$ cat config.mk
export PLATFORM = sky130hd
export DESIGN_NAME = rms_norm_scale_multiply
export DESIGN_NICKNAME = d
export VERILOG_FILES = /design/src/rtl/rnsm_pkg.sv /design/src/rtl/rms_norm_scale_multiply.sv /design/src/rtl/rnsm_front.sv /design/src/rtl/rnsm_fpu.sv /design/src/rtl/rnsm_back.sv
export SDC_FILE = /design/constraint.sdc
export NUM_CORES = 2
export LEC_CHECK = 0
export BUFFER_PORTS_ARGS = -buffer_cell sky130_fd_sc_hd__buf_2
export CAP_MARGIN = 10
export CORE_UTILIZATION = 55
export CTS_BUF_LIST = sky130_fd_sc_hd__clkbuf_4
export DETAILED_ROUTE_END_ITERATION = 6
export GPL_TIMING_DRIVEN = 0
export PLACE_DENSITY = 0.74
export SLEW_MARGIN = 20
export SYNTH_ARGS = -nofsm -noshare
export SYNTH_HDL_FRONTEND = slang
export SYNTH_SLANG_ARGS = --single-unit
$ cat constraint.sdc
create_clock -name i_clk -period 19.3 [get_ports i_clk]
set_clock_uncertainty 0.15 [all_clocks]
set_input_delay 0.965 -clock i_clk [delete_from_list [all_inputs] [get_ports i_clk]]
set_output_delay 0.965 -clock i_clk [all_outputs]
set_load 0.02 [all_outputs]
$ cat src/rtl/rnsm_pkg.sv
package rnsm_pkg;

    localparam int          CNT_BITS_DEF = 16;
    localparam logic [31:0] EPS_RST      = 32'h3727C5AC;
    localparam logic [31:0] ONE_BITS     = 32'h3F800000;
    localparam logic [31:0] DEF_NAN      = 32'hFFC00000;
    localparam logic [31:0] SQRT_NAN     = 32'h7FC00000;
    localparam logic [31:0] QUIET_BIT    = 32'h00400000;

    localparam logic [2:0] OP_MUL  = 3'd0;
    localparam logic [2:0] OP_ADD  = 3'd1;
    localparam logic [2:0] OP_DIV  = 3'd2;
    localparam logic [2:0] OP_SQRT = 3'd3;
    localparam logic [2:0] OP_CVT  = 3'd4;

    localparam logic [1:0] K_ACC       = 2'd0;
    localparam logic [1:0] K_ACC_END   = 2'd1;
    localparam logic [1:0] K_APPLY     = 2'd2;
    localparam logic [1:0] K_APPLY_END = 2'd3;

    typedef logic signed [10:0] t_exp;

    typedef struct packed {
        logic        sign;
        t_exp        exp;
        logic [23:0] mant;
    } t_unp;

    typedef struct packed {
        logic [1:0]  kind;
        logic [31:0] value;
        logic [31:0] weight;
    } t_item;

    typedef struct packed {
        logic  valid;
        t_item item;
    } t_fq;

    typedef struct packed {
        logic [31:0] bits;
        logic        last;
    } t_res;

    typedef struct packed {
        logic        start;
        logic [2:0]  op;
        logic [31:0] a;
        logic [31:0] b;
    } t_fpu_req;

    typedef struct packed {
        logic        done;
        logic [31:0] res;
    } t_fpu_rsp;

    function automatic logic [5:0] f_lzc32(input logic [31:0] v);
        logic [5:0] n;
        logic       hit;
        n   = '0;
        hit = 1'b0;
        for (int i = 31; i >= 0; i--) begin
            if (!hit) begin
                if (v[i]) begin
                    hit = 1'b1;
                end else begin
                    n = n + 6'd1;
                end
            end
        end
        return n;
    endfunction

    // normalized significand, subnormals shifted up
    function automatic t_unp f_unpack(input logic [31:0] x);
        t_unp       u;
        logic [5:0] lz;
        lz     = '0;
        u.sign = x[31];
        if (x[30:23] != 8'd0) begin
            u.exp  = t_exp'({3'b0, x[30:23]});
            u.mant = {1'b1, x[22:0]};
        end else begin
            lz     = f_lzc32({1'b0, x[22:0], 8'd0});
            u.mant = {1'b0, x[22:0]} << lz;
            u.exp  = 11'sd1 - t_exp'({5'b0, lz});
        end
        return u;
    endfunction

    // sig: hidden bit, 23 fraction bits, round bit, sticky bit
    function automatic logic [31:0] f_round(input logic sign, input t_exp exp,
                                            input logic [25:0] sig);
        logic [10:0] shn;
        logic [4:0]  sh;
        logic [25:0] d;
        logic [30:0] base;
        logic        up;
        if (exp >= 11'sd255) begin
            return {sign, 8'hFF, 23'd0};
        end
        if (exp <= 11'sd0) begin
            shn  = 11'(11'sd1 - exp);
            sh   = (shn > 11'd26) ? 5'd26 : shn[4:0];
            d    = sig >> sh;
            d[0] = d[0] | (|(sig & ((26'd1 << sh) - 26'd1)));
            base = {8'd0, d[24:2]};
        end else begin
            d    = sig;
            base = {exp[7:0], sig[24:2]};
        end
        up = d[1] & (d[0] | d[2]);
        return {sign, base + 31'(up)};
    endfunction

endpackage

$ cat src/rtl/rms_norm_scale_multiply.sv
// float32 rms normalization with elementwise weight. cmd 0 items square the value and add it to
// a running sum in arrival order; the item marked row end then forms 1/sqrt(sum/count + eps)
// as the row scale and clears the sum and count. cmd 1 items return (value * scale) * weight
// with the row-end mark echoed. all operations round to nearest even with full subnormal
// support. a two-entry input queue and a two-entry result queue decouple both sides from the
// single shared floating-point unit, which runs one operation at a time. the row-end item
// then uses the one-bit-per-cycle divider and square root (25 steps each) of that unit.
module rms_norm_scale_multiply import rnsm_pkg::*; #(
    parameter int COUNT_BITS = CNT_BITS_DEF
) (
    input  logic        i_clk,
    input  logic        i_rst_n,
    input  logic        push,
    output logic        full,
    input  logic        i_cmd,
    input  logic [31:0] i_value_bits,
    input  logic [31:0] i_weight_bits,
    input  logic        i_row_end,
    output logic        empty,
    input  logic        pop,
    output logic [31:0] o_result_bits,
    output logic        o_result_end,
    input  logic        i_cfg_we,
    input  logic [31:0] i_cfg_data
);

    t_fq  fq;
    logic take;

    rnsm_front u_front (
        .i_clk         (i_clk),
        .i_rst_n       (i_rst_n),
        .push          (push),
        .full          (full),
        .i_cmd         (i_cmd),
        .i_value_bits  (i_value_bits),
        .i_weight_bits (i_weight_bits),
        .i_row_end     (i_row_end),
        .o_fq          (fq),
        .i_take        (take)
    );

    rnsm_back #(
        .COUNT_BITS (COUNT_BITS)
    ) u_back (
        .i_clk         (i_clk),
        .i_rst_n       (i_rst_n),
        .i_fq          (fq),
        .o_take        (take),
        .i_cfg_we      (i_cfg_we),
        .i_cfg_data    (i_cfg_data),
        .empty         (empty),
        .pop           (pop),
        .o_result_bits (o_result_bits),
        .o_result_end  (o_result_end)
    );

endmodule

$ cat src/rtl/rnsm_front.sv
module rnsm_front import rnsm_pkg::*; (
    input  logic        i_clk,
    input  logic        i_rst_n,
    input  logic        push,
    output logic        full,
    input  logic        i_cmd,
    input  logic [31:0] i_value_bits,
    input  logic [31:0] i_weight_bits,
    input  logic        i_row_end,
    output t_fq         o_fq,
    input  logic        i_take
);

    t_item      r_q [2];
    logic       r_wp, r_rp;
    logic [1:0] r_cnt;
    logic       wr, rd;
    t_item      cls;

    // classify by command and row mark
    always_comb begin
        cls.value  = i_value_bits;
        cls.weight = i_weight_bits;
        case ({i_cmd, i_row_end})
            2'b00:   cls.kind = K_ACC;
            2'b01:   cls.kind = K_ACC_END;
            2'b10:   cls.kind = K_APPLY;
            default: cls.kind = K_APPLY_END;
        endcase
    end

    assign full       = (r_cnt == 2'd2);
    assign wr         = push && !full;
    assign rd         = i_take && (r_cnt != 2'd0);
    assign o_fq.valid = (r_cnt != 2'd0);
    assign o_fq.item  = r_q[r_rp];

    always_ff @(posedge i_clk) begin
        if (!i_rst_n) begin
            r_wp  <= 1'b0;
            r_rp  <= 1'b0;
            r_cnt <= 2'd0;
        end else begin
            if (wr) begin
                r_wp <= ~r_wp;
            end
            if (rd) begin
                r_rp <= ~r_rp;
            end
            r_cnt <= r_cnt + 2'(wr) - 2'(rd);
        end
    end

    always_ff @(posedge i_clk) begin
        if (wr) begin
            r_q[r_wp] <= cls;
        end
    end

endmodule

$ cat src/rtl/rnsm_fpu.sv
module rnsm_fpu import rnsm_pkg::*; (
    input  logic     i_clk,
    input  logic     i_rst_n,
    input  t_fpu_req i_req,
    output t_fpu_rsp o_rsp
);

    localparam logic [2:0] S_IDLE = 3'd0;
    localparam logic [2:0] S_PREP = 3'd1;
    localparam logic [2:0] S_MUL  = 3'd2;
    localparam logic [2:0] S_ITER = 3'd3;
    localparam logic [2:0] S_NORM = 3'd4;
    localparam logic [2:0] S_RND  = 3'd5;
    localparam logic [2:0] S_DONE = 3'd6;

    logic [2:0]  r_st, n_st;
    logic [2:0]  r_op, n_op;
    logic [31:0] r_a, n_a, r_b, n_b, r_res, n_res;
    logic        r_sign, n_sign;
    t_exp        r_exp, n_exp;
    logic [23:0] r_ma, n_ma, r_mb, n_mb;
    logic [47:0] r_prod, n_prod;
    logic [27:0] r_sum, n_sum;
    logic [25:0] r_sig, n_sig;
    logic [27:0] r_rem, n_rem;
    logic [24:0] r_q, n_q;
    logic [49:0] r_rad, n_rad;
    logic [4:0]  r_cnt, n_cnt;

    t_unp        ua, ub;
    logic        a_nan, b_nan, a_inf, b_inf, a_zero, b_zero, sx;
    logic        ge;
    logic [31:0] big, sml;
    logic [7:0]  eb, es, diff;
    logic [26:0] mbx, msx, msh;
    logic [27:0] add_sum;
    logic [5:0]  lzv, lzs;
    logic [31:0] nv;
    logic [26:0] n27;
    t_exp        eu;
    logic [24:0] m25, d25, dt;
    logic [27:0] rn, tr;

    assign ua     = f_unpack(r_a);
    assign ub     = f_unpack(r_b);
    assign a_nan  = (&r_a[30:23]) && (|r_a[22:0]);
    assign b_nan  = (&r_b[30:23]) && (|r_b[22:0]);
    assign a_inf  = (&r_a[30:23]) && !(|r_a[22:0]);
    assign b_inf  = (&r_b[30:23]) && !(|r_b[22:0]);
    assign a_zero = (r_a[30:0] == 31'd0);
    assign b_zero = (r_b[30:0] == 31'd0);
    assign sx     = r_a[31] ^ r_b[31];

    // add alignment
    assign ge   = (r_a[30:0] >= r_b[30:0]);
    assign big  = ge ? r_a : r_b;
    assign sml  = ge ? r_b : r_a;
    assign eb   = (big[30:23] == 8'd0) ? 8'd1 : big[30:23];
    assign es   = (sml[30:23] == 8'd0) ? 8'd1 : sml[30:23];
    assign diff = eb - es;
    assign mbx  = {big[30:23] != 8'd0, big[22:0], 3'b0};
    assign msx  = {sml[30:23] != 8'd0, sml[22:0], 3'b0};

    always_comb begin
        if (diff >= 8'd27) begin
            msh = {26'd0, |msx};
        end else begin
            msh = (msx >> diff[4:0])
                | {26'd0, |(msx & ((27'd1 << diff[4:0]) - 27'd1))};
        end
    end

    assign add_sum = (big[31] == sml[31]) ? ({1'b0, mbx} + {1'b0, msh})
                                          : ({1'b0, mbx} - {1'b0, msh});

    // integer to float
    assign lzv = f_lzc32(r_a);
    assign nv  = r_a << lzv;

    // sum normalize
    assign lzs = f_lzc32({r_sum, 4'd0});
    always_comb begin
        if (r_sum[27]) begin
            n27 = {r_sum[27:2], r_sum[1] | r_sum[0]};
        end else begin
            n27 = r_sum[26:0] << (lzs - 6'd1);
        end
    end

    // sqrt exponent parity
    always_comb begin
        eu  = ua.exp - 11'sd127;
        m25 = {1'b0, ua.mant};
        if (eu[0]) begin
            m25 = {ua.mant, 1'b0};
            eu  = eu - 11'sd1;
        end
    end

    // iteration steps
    assign d25 = r_rem[24:0];
    assign dt  = d25 - {1'b0, r_mb};
    assign rn  = {r_rem[25:0], r_rad[49:48]};
    assign tr  = {1'b0, r_q, 2'b01};

    always_comb begin
        n_st   = r_st;
        n_op   = r_op;
        n_a    = r_a;
        n_b    = r_b;
        n_res  = r_res;
        n_sign = r_sign;
        n_exp  = r_exp;
        n_ma   = r_ma;
        n_mb   = r_mb;
        n_prod = r_prod;
        n_sum  = r_sum;
        n_sig  = r_sig;
        n_rem  = r_rem;
        n_q    = r_q;
        n_rad  = r_rad;
        n_cnt  = r_cnt;
        case (r_st)
            S_IDLE: begin
                if (i_req.start) begin
                    n_op = i_req.op;
                    n_a  = i_req.a;
                    n_b  = i_req.b;
                    n_st = S_PREP;
                end
            end
            S_PREP: begin
                n_st = S_DONE;
                case (r_op)
                    OP_MUL: begin
                        if (a_nan) begin
                            n_res = r_a | QUIET_BIT;
                        end else if (b_nan) begin
                            n_res = r_b | QUIET_BIT;
                        end else if ((a_inf && b_zero) || (a_zero && b_inf)) begin
                            n_res = DEF_NAN;
                        end else if (a_inf || b_inf) begin
                            n_res = {sx, 8'hFF, 23'd0};
                        end else if (a_zero || b_zero) begin
                            n_res = {sx, 31'd0};
                        end else begin
                            n_sign = sx;
                            n_ma   = ua.mant;
                            n_mb   = ub.mant;
                            n_exp  = ua.exp + ub.exp - 11'sd127;
                            n_st   = S_MUL;
                        end
                    end
                    OP_ADD: begin
                        if (a_nan) begin
                            n_res = r_a | QUIET_BIT;
                        end else if (b_nan) begin
                            n_res = r_b | QUIET_BIT;
                        end else if (a_inf && b_inf && sx) begin
                            n_res = DEF_NAN;
                        end else if (a_inf) begin
                            n_res = r_a;
                        end else if (b_inf) begin
                            n_res = r_b;
                        end else if (add_sum == 28'd0) begin
                            n_res = {r_a[31] & r_b[31], 31'd0};
                        end else begin
                            n_sign = big[31];
                            n_sum  = add_sum;
                            n_exp  = t_exp'({3'b0, eb});
                            n_st   = S_NORM;
                        end
                    end
                    OP_DIV: begin
                        if (a_nan) begin
                            n_res = r_a | QUIET_BIT;
                        end else if (b_nan) begin
                            n_res = r_b | QUIET_BIT;
                        end else if ((a_inf && b_inf) || (a_zero && b_zero)) begin
                            n_res = DEF_NAN;
                        end else if (a_inf || b_zero) begin
                            n_res = {sx, 8'hFF, 23'd0};
                        end else if (a_zero || b_inf) begin
                            n_res = {sx, 31'd0};
                        end else begin
                            n_sign = sx;
                            n_mb   = ub.mant;
                            n_q    = '0;
                            n_cnt  = 5'd25;
                            n_st   = S_ITER;
                            if (ua.mant < ub.mant) begin
                                n_rem = {3'd0, ua.mant, 1'b0};
                                n_exp = ua.exp - ub.exp + 11'sd126;
                            end else begin
                                n_rem = {4'd0, ua.mant};
                                n_exp = ua.exp - ub.exp + 11'sd127;
                            end
                        end
                    end
                    OP_SQRT: begin
                        if (a_nan) begin
                            n_res = r_a | QUIET_BIT;
                        end else if (a_zero) begin
                            n_res = r_a;
                        end else if (r_a[31]) begin
                            n_res = SQRT_NAN;
                        end else if (a_inf) begin
                            n_res = r_a;
                        end else begin
                            n_sign = 1'b0;
                            n_rad  = {m25, 25'd0};
                            n_rem  = '0;
                            n_q    = '0;
                            n_cnt  = 5'd25;
                            n_exp  = (eu >>> 1) + 11'sd127;
                            n_st   = S_ITER;
                        end
                    end
                    OP_CVT: begin
                        n_sign = 1'b0;
                        n_exp  = t_exp'(11'd158 - {5'd0, lzv});
                        n_sig  = {nv[31:7], |nv[6:0]};
                        n_st   = S_RND;
                    end
                    default: begin
                        n_res = DEF_NAN;
                    end
                endcase
            end
            S_MUL: begin
                n_prod = r_ma * r_mb;
                n_st   = S_NORM;
            end
            S_ITER: begin
                if (r_op == OP_DIV) begin
                    if (d25 >= {1'b0, r_mb}) begin
                        n_rem = {3'd0, dt[23:0], 1'b0};
                        n_q   = {r_q[23:0], 1'b1};
                    end else begin
                        n_rem = {3'd0, d25[23:0], 1'b0};
                        n_q   = {r_q[23:0], 1'b0};
                    end
                end else begin
                    if (rn >= tr) begin
                        n_rem = rn - tr;
                        n_q   = {r_q[23:0], 1'b1};
                    end else begin
                        n_rem = rn;
                        n_q   = {r_q[23:0], 1'b0};
                    end
                    n_rad = {r_rad[47:0], 2'b00};
                end
                n_cnt = r_cnt - 5'd1;
                if (r_cnt == 5'd1) begin
                    n_st = S_NORM;
                end
            end
            S_NORM: begin
                n_st = S_RND;
                case (r_op)
                    OP_MUL: begin
                        if (r_prod[47]) begin
                            n_sig = {r_prod[47:23], |r_prod[22:0]};
                            n_exp = r_exp + 11'sd1;
                        end else begin
                            n_sig = {r_prod[46:22], |r_prod[21:0]};
                        end
                    end
                    OP_ADD: begin
                        n_sig = {n27[26:2], |n27[1:0]};
                        n_exp = r_exp + 11'sd1 - t_exp'({5'd0, lzs});
                    end
                    OP_DIV: begin
                        n_sig = {r_q, r_rem[24:0] != 25'd0};
                    end
                    default: begin
                        n_sig = {r_q, r_rem != 28'd0};
                    end
                endcase
            end
            S_RND: begin
                n_res = f_round(r_sign, r_exp, r_sig);
                n_st  = S_DONE;
            end
            S_DONE: begin
                n_st = S_IDLE;
            end
            default: begin
                n_st = S_IDLE;
            end
        endcase
    end

    assign o_rsp.done = (r_st == S_DONE);
    assign o_rsp.res  = r_res;

    always_ff @(posedge i_clk) begin
        if (!i_rst_n) begin
            r_st <= S_IDLE;
        end else begin
            r_st <= n_st;
        end
    end

    always_ff @(posedge i_clk) begin
        r_op   <= n_op;
        r_a    <= n_a;
        r_b    <= n_b;
        r_res  <= n_res;
        r_sign <= n_sign;
        r_exp  <= n_exp;
        r_ma   <= n_ma;
        r_mb   <= n_mb;
        r_prod <= n_prod;
        r_sum  <= n_sum;
        r_sig  <= n_sig;
        r_rem  <= n_rem;
        r_q    <= n_q;
        r_rad  <= n_rad;
        r_cnt  <= n_cnt;
    end

endmodule

$ cat src/rtl/rnsm_back.sv
module rnsm_back import rnsm_pkg::*; #(
    parameter int COUNT_BITS = CNT_BITS_DEF
) (
    input  logic        i_clk,
    input  logic        i_rst_n,
    input  t_fq         i_fq,
    output logic        o_take,
    input  logic        i_cfg_we,
    input  logic [31:0] i_cfg_data,
    output logic        empty,
    input  logic        pop,
    output logic [31:0] o_result_bits,
    output logic        o_result_end
);

    localparam logic [3:0] B_IDLE = 4'd0;
    localparam logic [3:0] B_SQ   = 4'd1;
    localparam logic [3:0] B_ACC  = 4'd2;
    localparam logic [3:0] B_CVT  = 4'd3;
    localparam logic [3:0] B_MEAN = 4'd4;
    localparam logic [3:0] B_EPS  = 4'd5;
    localparam logic [3:0] B_SQRT = 4'd6;
    localparam logic [3:0] B_RCP  = 4'd7;
    localparam logic [3:0] B_P    = 4'd8;
    localparam logic [3:0] B_Q    = 4'd9;

    logic [3:0]            r_st;
    logic                  r_wait;
    logic [31:0]           r_x, r_w, r_tmp, r_tmp2;
    logic                  r_last;
    logic [31:0]           r_sum, r_scale, r_eps;
    logic [COUNT_BITS-1:0] r_cnt;

    t_res                  r_ob [2];
    logic                  r_owp, r_orp;
    logic [1:0]            r_ocnt;

    t_fpu_req              req;
    t_fpu_rsp              rsp;
    logic                  is_apply, is_last, opush, opop;

    rnsm_fpu u_fpu (
        .i_clk   (i_clk),
        .i_rst_n (i_rst_n),
        .i_req   (req),
        .o_rsp   (rsp)
    );

    assign is_apply = (i_fq.item.kind == K_APPLY) || (i_fq.item.kind == K_APPLY_END);
    assign is_last  = (i_fq.item.kind == K_ACC_END) || (i_fq.item.kind == K_APPLY_END);
    assign o_take   = (r_st == B_IDLE) && i_fq.valid && (!is_apply || r_ocnt != 2'd2);

    always_comb begin
        req.start = (r_st != B_IDLE) && !r_wait;
        req.op    = OP_MUL;
        req.a     = r_x;
        req.b     = r_x;
        case (r_st)
            B_SQ: begin
                req.op = OP_MUL;
            end
            B_ACC: begin
                req.op = OP_ADD;
                req.a  = r_sum;
                req.b  = r_tmp;
            end
            B_CVT: begin
                req.op = OP_CVT;
                req.a  = 32'(r_cnt);
            end
            B_MEAN: begin
                req.op = OP_DIV;
                req.a  = r_tmp;
                req.b  = r_tmp2;
            end
            B_EPS: begin
                req.op = OP_ADD;
                req.a  = r_tmp;
                req.b  = r_eps;
            end
            B_SQRT: begin
                req.op = OP_SQRT;
                req.a  = r_tmp;
            end
            B_RCP: begin
                req.op = OP_DIV;
                req.a  = ONE_BITS;
                req.b  = r_tmp;
            end
            B_P: begin
                req.op = OP_MUL;
                req.b  = r_scale;
            end
            B_Q: begin
                req.op = OP_MUL;
                req.a  = r_tmp;
                req.b  = r_w;
            end
            default: begin
                req.op = OP_MUL;
            end
        endcase
    end

    assign opush = (r_st == B_Q) && rsp.done;
    assign opop  = pop && !empty;

    always_ff @(posedge i_clk) begin
        if (!i_rst_n) begin
            r_st    <= B_IDLE;
            r_wait  <= 1'b0;
            r_sum   <= '0;
            r_cnt   <= '0;
            r_scale <= ONE_BITS;
            r_eps   <= EPS_RST;
            r_owp   <= 1'b0;
            r_orp   <= 1'b0;
            r_ocnt  <= 2'd0;
        end else begin
            if (i_cfg_we) begin
                r_eps <= i_cfg_data;
            end
            if (req.start) begin
                r_wait <= 1'b1;
            end
            if (o_take) begin
                r_st <= is_apply ? B_P : B_SQ;
            end
            if (rsp.done) begin
                r_wait <= 1'b0;
                case (r_st)
                    B_SQ: begin
                        r_st <= B_ACC;
                    end
                    B_ACC: begin
                        r_sum <= rsp.res;
                        if (r_cnt != '1) begin
                            r_cnt <= r_cnt + 1'b1;
                        end
                        r_st <= r_last ? B_CVT : B_IDLE;
                    end
                    B_CVT: begin
                        r_sum <= '0;
                        r_cnt <= '0;
                        r_st  <= B_MEAN;
                    end
                    B_MEAN: begin
                        r_st <= B_EPS;
                    end
                    B_EPS: begin
                        r_st <= B_SQRT;
                    end
                    B_SQRT: begin
                        r_st <= B_RCP;
                    end
                    B_RCP: begin
                        r_scale <= rsp.res;
                        r_st    <= B_IDLE;
                    end
                    B_P: begin
                        r_st <= B_Q;
                    end
                    default: begin
                        r_st <= B_IDLE;
                    end
                endcase
            end
            if (opush) begin
                r_owp <= ~r_owp;
            end
            if (opop) begin
                r_orp <= ~r_orp;
            end
            r_ocnt <= r_ocnt + 2'(opush) - 2'(opop);
        end
    end

    always_ff @(posedge i_clk) begin
        if (o_take) begin
            r_x    <= i_fq.item.value;
            r_w    <= i_fq.item.weight;
            r_last <= is_last;
        end
        if (rsp.done) begin
            if (r_st == B_CVT) begin
                r_tmp2 <= rsp.res;
            end else begin
                r_tmp <= rsp.res;
            end
        end
        if (opush) begin
            r_ob[r_owp] <= '{bits: rsp.res, last: r_last};
        end
    end

    assign empty         = (r_ocnt == 2'd0);
    assign o_result_bits = r_ob[r_orp].bits;
    assign o_result_end  = r_ob[r_orp].last;

endmodule

=== After elaboration in Yosys (flattened, before gate mapping) ===
Memory sizes are Yosys's and may differ from the RTL's. A register that Yosys moved wholly into a read port is not among the register bits.
Index checks and enable logic that the tools add are counted.

* Flip-flop bits (word level): 626
* RAM bits: 198
* Input port bits: 103
* Logic and storage cells: 1123
* Memories kept: 2

* Add/sub/neg operators: 153
* Multiply operators: 1
* $lt $le $gt $ge: 8
* Equality and inequality tests: 88
* Shift-type cells: 8
* Multiplexer cells: 718
* Bitwise logic cells: 24
* Reduce and logical (&&, ||, !) cells: 88

{| class="wikitable"
|+ Memory list
! memory !! depth !! bits a word !! rd ports !! clocked after memory_dff !! wr ports !! line !! text
|-
| u_front.r_q || 2 || 66 || 1 || 1 || 1 || rnsm_front.sv:14 || <nowiki>t_item r_q [2];</nowiki>
|-
| u_back.r_ob || 2 || 33 || 1 || 1 || 1 || rnsm_back.sv:34 || <nowiki>t_res r_ob [2];</nowiki>
|}

{| class="wikitable"
|+ Operator list
! kind !! count
|-
| two-way mux 6 bit || 290
|-
| two-way mux 32 bit || 24
|-
| adder 6 x 1 -> 6 bit (second input constant) || 124
|-
| two-way mux 28 bit || 12
|-
| one-hot mux 32 bit (5 select lines) || 2
|-
| two-way mux 25 bit || 12
|-
| two-way mux 50 bit || 6
|-
| two-way mux 1 bit || 265
|-
| two-way mux 11 bit || 23
|-
| two-way mux 24 bit || 10
|-
| one-hot mux 32 bit (2 select lines) || 2
|-
| one-hot mux 32 bit (4 select lines) || 1
|-
| one-hot mux 28 bit (2 select lines) || 2
|-
| one-hot mux 25 bit (2 select lines) || 2
|-
| one-hot mux 50 bit (2 select lines) || 1
|-
| two-way mux 31 bit || 3
|-
| one-hot mux 26 bit (3 select lines) || 1
|-
| two-way mux 35 bit || 2
|-
| != test 3 bit (second input constant) || 23
|-
| OR reduction 23 bit || 3
|-
| logical NOT 31 bit || 2
|-
| != test 2 bit (second input constant) || 29
|-
| two-way mux 3 bit || 19
|-
| one-hot mux 11 bit (5 select lines) || 1
|-
| 112 further kinds || 229
|}

=== Logic depth before layout (Yosys ltp) ===
* Depth after elaboration: 129
* Depth in mapped cells: 118
* Depth with buffers taken out: 114

=== By module ===
From an unflattened synthesis, not the netlist that was laid out.

* Cell total of the unflattened synthesis: 9528
* Area total of the unflattened synthesis: 83590.2 µm²

{| class="wikitable"
|+ Modules (own cells, without submodules)
! module !! times used !! cells an instance !! area an instance (µm²) !! sequential area each (µm²)
|-
| rnsm_fpu || 1 || 8207 || 65206.3 || 10390.0
|-
| rnsm_back || 1 || 1087 || 13216.4 || 8298.0
|-
| rnsm_front || 1 || 234 || 5167.5 || 4063.9
|}

=== Worst setup path before layout ===
OpenSTA, ideal clock, no wires.

* Kind: reg2reg
* Start point: reg u_back.u_fpu.r_a[22]
* End point: reg u_back.u_fpu.r_exp[8], data pin
* Library setup time: 0.271 ns
* Arrival time: 20.208 ns
* Data required time: 18.879 ns
* Slack: -1.329 ns
* Cell stages (with the launch flop): 114
* Clock period less this slack: 20.629 ns
* Cells stage by stage: edfxtp_1 > buf_6 > clkbuf_1 > clkbuf_1 > nor2_1 > ha_1 > nand2b_1 > a21oi_1 > ha_1 > nand2_1 > nand2_1 > ha_1 > nor2_1 > a31oi_1 > ha_1 > mux2i_1 > o21ai_0 > mux2_2 > (+78 left out) > o21ai_0 > a22o_1 > ha_1 > nor2b_1 > o21ai_0 > nand2b_1 > a21oi_1 > nor2b_1 > o21ai_0 > nand2b_1 > a21oi_1 > o221ai_1 > a31o_4 > mux2i_2 > o31ai_1 > xnor2_1 > a221oi_2 > a221oi_2

{| class="wikitable"
|+ RTL lines
! what !! line !! text
|-
| start: declaration || rnsm_fpu.sv:18 || <nowiki>logic [31:0] r_a, n_a, r_b, n_b, r_res, n_res;</nowiki>
|-
| start signal: assignment || rnsm_fpu.sv:307 || <nowiki>r_a <= n_a;</nowiki>
|-
| end signal: assignment || rnsm_fpu.sv:311 || <nowiki>r_exp <= n_exp;</nowiki>
|-
| end: declaration || rnsm_fpu.sv:20 || <nowiki>t_exp r_exp, n_exp;</nowiki>
|}

==> impl_results.md <==
* Setup Total Neg Slack at -93900 ps
* Reg2reg end: u_back.u_fpu.r_rem[6]
* Vias in the first global route at between 70000 and 80000
* Outcome: finished, violations left
* Actual slew at the worst max-slew pin at between 1000 and 1500 ps
* Syn avg cell area at ~8.7 sq um
* Largest cells by area after synthesis: edfxtp_1, fa_1, ha_1, nand2_1, mux2i_1
* Initial Utilization at 0.556
* Required @ worst endpoint at ~20000 ps
* CP peak stage delay at approximately 510 ps
* CP startpoint kind: flop
* Yosys warns at 0
* Crit Path Category: reg -> reg
* Crit path DAT at roughly 22000 ps
* Clk slew on worst S/H paths at around 70 ps
* Crit. Startpoint: u_back.u_fpu.r_a[22]
* Worst Setup EP: u_back.u_fpu.r_rem[6]
* FF-to-FF path depth at ~110
* Core Area at 0.153 sq mm
* Cells after DPL at approximately 12000
* Worst Path Buf+Inv at 11
* CTS tree: built
* Number of synthesized flops with an enable pin at roughly 670
* DIE WIDTH at ~390 um
* Largest family of logic cells by synthesized area: adder cells
* Share of post-route cells with drive strength above 1 at 0.136
* Max reg flops at roughly 130
* H-tree levels at 4
* Gr usage total at 0.438
* GR Overflow Total at 0
* Synth Area in Compound Gates at 0.161
* Xor-xnor portion of the synthesized cell area at 0.0591
* Regs by FF count: u_front.r_q: 132 flops, u_back.r_ob: 66 flops, u_back.u_fpu.r_prod: 48 flops
* Die Height at 395 um
* Crit. path cell count at 112
* Post-synthesis simple-gate area fraction at 0.181
* Area grow syn2layout at 14.4%
* Adder-cell share of the synthesized area at 0.191
* Final core utilization at 0.636
* Final min period at between 20000 and 25000 ps
* CTS buffer count at 200
* Cell at the slowest stage of the critical path: edfxtp_1
* Worst Setup Slack, final at -2090 ps
* Initial antenna violation count at 12
* DR iter-0 viols at ~10000
* Crit. End Element: flop
* Area of the multi-input gates at ~0.06 sq mm
* Mux cell area share after synthesis at 0.0743
* Post-Syn Instances at a little under 10000
* Residual DRC at 1
* Final clock period utilization by the worst path at 1.11
* First-pass GRT wire length at around 510000 um
* Clock sink count at about 800
* Top post-synthesis cells by count: nand2_1, inv_1, nor2_1
* Register area at 0.0228 sq mm
* Drt pass-1 iters at 7
* Largest Register: u_front.r_q
* HP Class: in -> reg
* Synth Register Bits at 801
* Total number of vias at 82100
* RSZ-0062 raised after global routing: yes
* Port bufs at between 100 and 150
* Reg2reg start: u_back.u_fpu.r_a[22]
* Sequential cell area fraction in the yosys report at 0.268
* Root buf cell: clkbuf_4
* Failing checks: design-rule violations, negative setup slack
* Clk_lat worst skew at between 1000 and 1500 ps
* Final hold slack at 228 ps
* Via density at roughly 6.5
* Die ar. at 0.156 sq mm
* Top FF cell, synth: edfxtp_1
* Row Count at around 140
* Final Hold Fails at 0
* CP Max Fanout at 7
* Worst R2R Setup Slack at -2090 ps
* Critical Path Most Common Cell: ha_4
* Max-slew headroom at 0.0878
* Max Cap Violations at 0
* Fmax at about 47 MHz
* Most common cell in the netlist: nand2_1
* Setup violators final at slightly below 100
* Ys async rst share at 0
* HPWL after DPL at 269000 um
* Synth unique cells at approximately 130
* Area share of the largest cell type after synthesis at 0.237
* Final Wtd Congestion at about 1.1
* Final std cells w/o fill at 12700
* Routed WL per cell at around 28 um
* DRT antenna net count at 0
* CTS Buffer Depth at 3
* Nets at around 12000
* Syn Nets at ~11000
* Fillers at approximately 13000
* IO Count at 138
* Crit path max-delay family: adder cells
* Largest net degree at the start of global routing at 47
* Final Max Tran Viols at 0
* Cell Area, Synth at 0.0849 sq mm
* WL final at between 300000 and 400000 um
* Largest area contributor in the netlist: edfxtp_1
## through the flow
stage	area, sq um	setup slack [ps]
final	97000	-2090
after global placement	88400	-4310
after detailed placement	89100	-4790
after floorplan	85200	-187
after CTS	94600	-1910
after global routing	97000	-2760
## kinds of logic (layout without fill, tap and decap cells)
| kind of cell | after synthesis | after routing |
|---|---|---|
| compound gates | 2133 | 2133 |
| xor+xnor | 495 | 495 |
| fa+ha+maj | 1001 | 1001 |
| buf+inv | 1470 | 2311 |
| flops | 801 | 801 |
| mux | 593 | 593 |
| other cells | 0 | 10 |
| simple gates | 3288 | 3289 |
## final cells by class
cell class / instances / share of cell area
inverter: 887 / 0.0346
antenna: 10 / 0.000258
sequential: 801 / 0.234
timing repair buffer: 469 / 0.0395
multi-input combinational: 7511 / 0.610
buffer: 581 / 0.0274
clock buffer: 301 / 0.0233
tap: 2030 / 0.0262
clock inverter: 73 / 0.00464
## cells in the final DEF (no fill, tap or decap), drive strengths merged, types with 36 or more instances in the layout
cell type    count
a21o            90
nand2         1216
nor2b          100
xnor2          330
xor2           133
fa             488
mux2i          433
buf            460
a22oi           93
nor3           193
nand2b          91
o21ai          450
nor4            69
o21a            74
a31oi          110
nor2           807
nand4           71
ha             504
mux2           147
dlygate4sd3    102
edfxtp         671
a211oi          92
inv            882
dfxtp          130
clkbuf         788
a222oi          60
or3             62
and2           261
clkinv          70
nand3          212
or2             36
o22ai           82
o211ai          61
and3            69
a21oi          654
## per-layer routing
metal	part of all wire	track usage	wire, um
met1	0.36	0.532	127000
met2	0.44	0.668	153000
met3	0.11	0.113	39700
met4	0.091	0.328	32000
met5	0.000077	0	27
## how the worst min path moves through the flow
| stage | cells past startpoint | slack, ps | startpoint | end |
|---|---|---|---|---|
| floorplan | 2 | 280 | u_back.r_sum[0] | u_back.r_sum[0] |
| global placement | 2 | 290 | u_back.r_sum[5] | u_back.r_sum[5] |
| detailed placement | 2 | 300 | u_back.r_sum[10] | u_back.r_sum[10] |
| CTS | 4 | 70 | i_rst_n | u_back.r_cnt[15] |
| global route | 4 | 220 | i_rst_n | u_back.r_cnt[15] |
| finish | 4 | 230 | i_rst_n | u_back.r_cnt[15] |
## what timing repair did
item / 4_1_cts / 5_1_grt
setup endpoints to repair: 135 / 206
gates resized for setup: 263 / 348
hold buffers: 102 / 0
hold endpoints to repair: 166 / 0
setup buffers: 80 / 114
cloned: 1 / 2
pin swaps: 59 / 170
## worst reg2reg max path: cells and delay by family, from the launching register on
family	cells	cell delay [ps]
XOR/XNOR	3	600
adder cells (fa/ha/maj)	28	7420
multiplexers	8	1680
AO/OA/AOI/OAI	39	6910
buffers and inverters	11	1470
AND/OR/NAND/NOR	23	2290
flip-flops	1	510
Power is left out: the tool's default activity adds up to more than one toggle a clock period on the data nets, which glitch-free logic cannot reach.
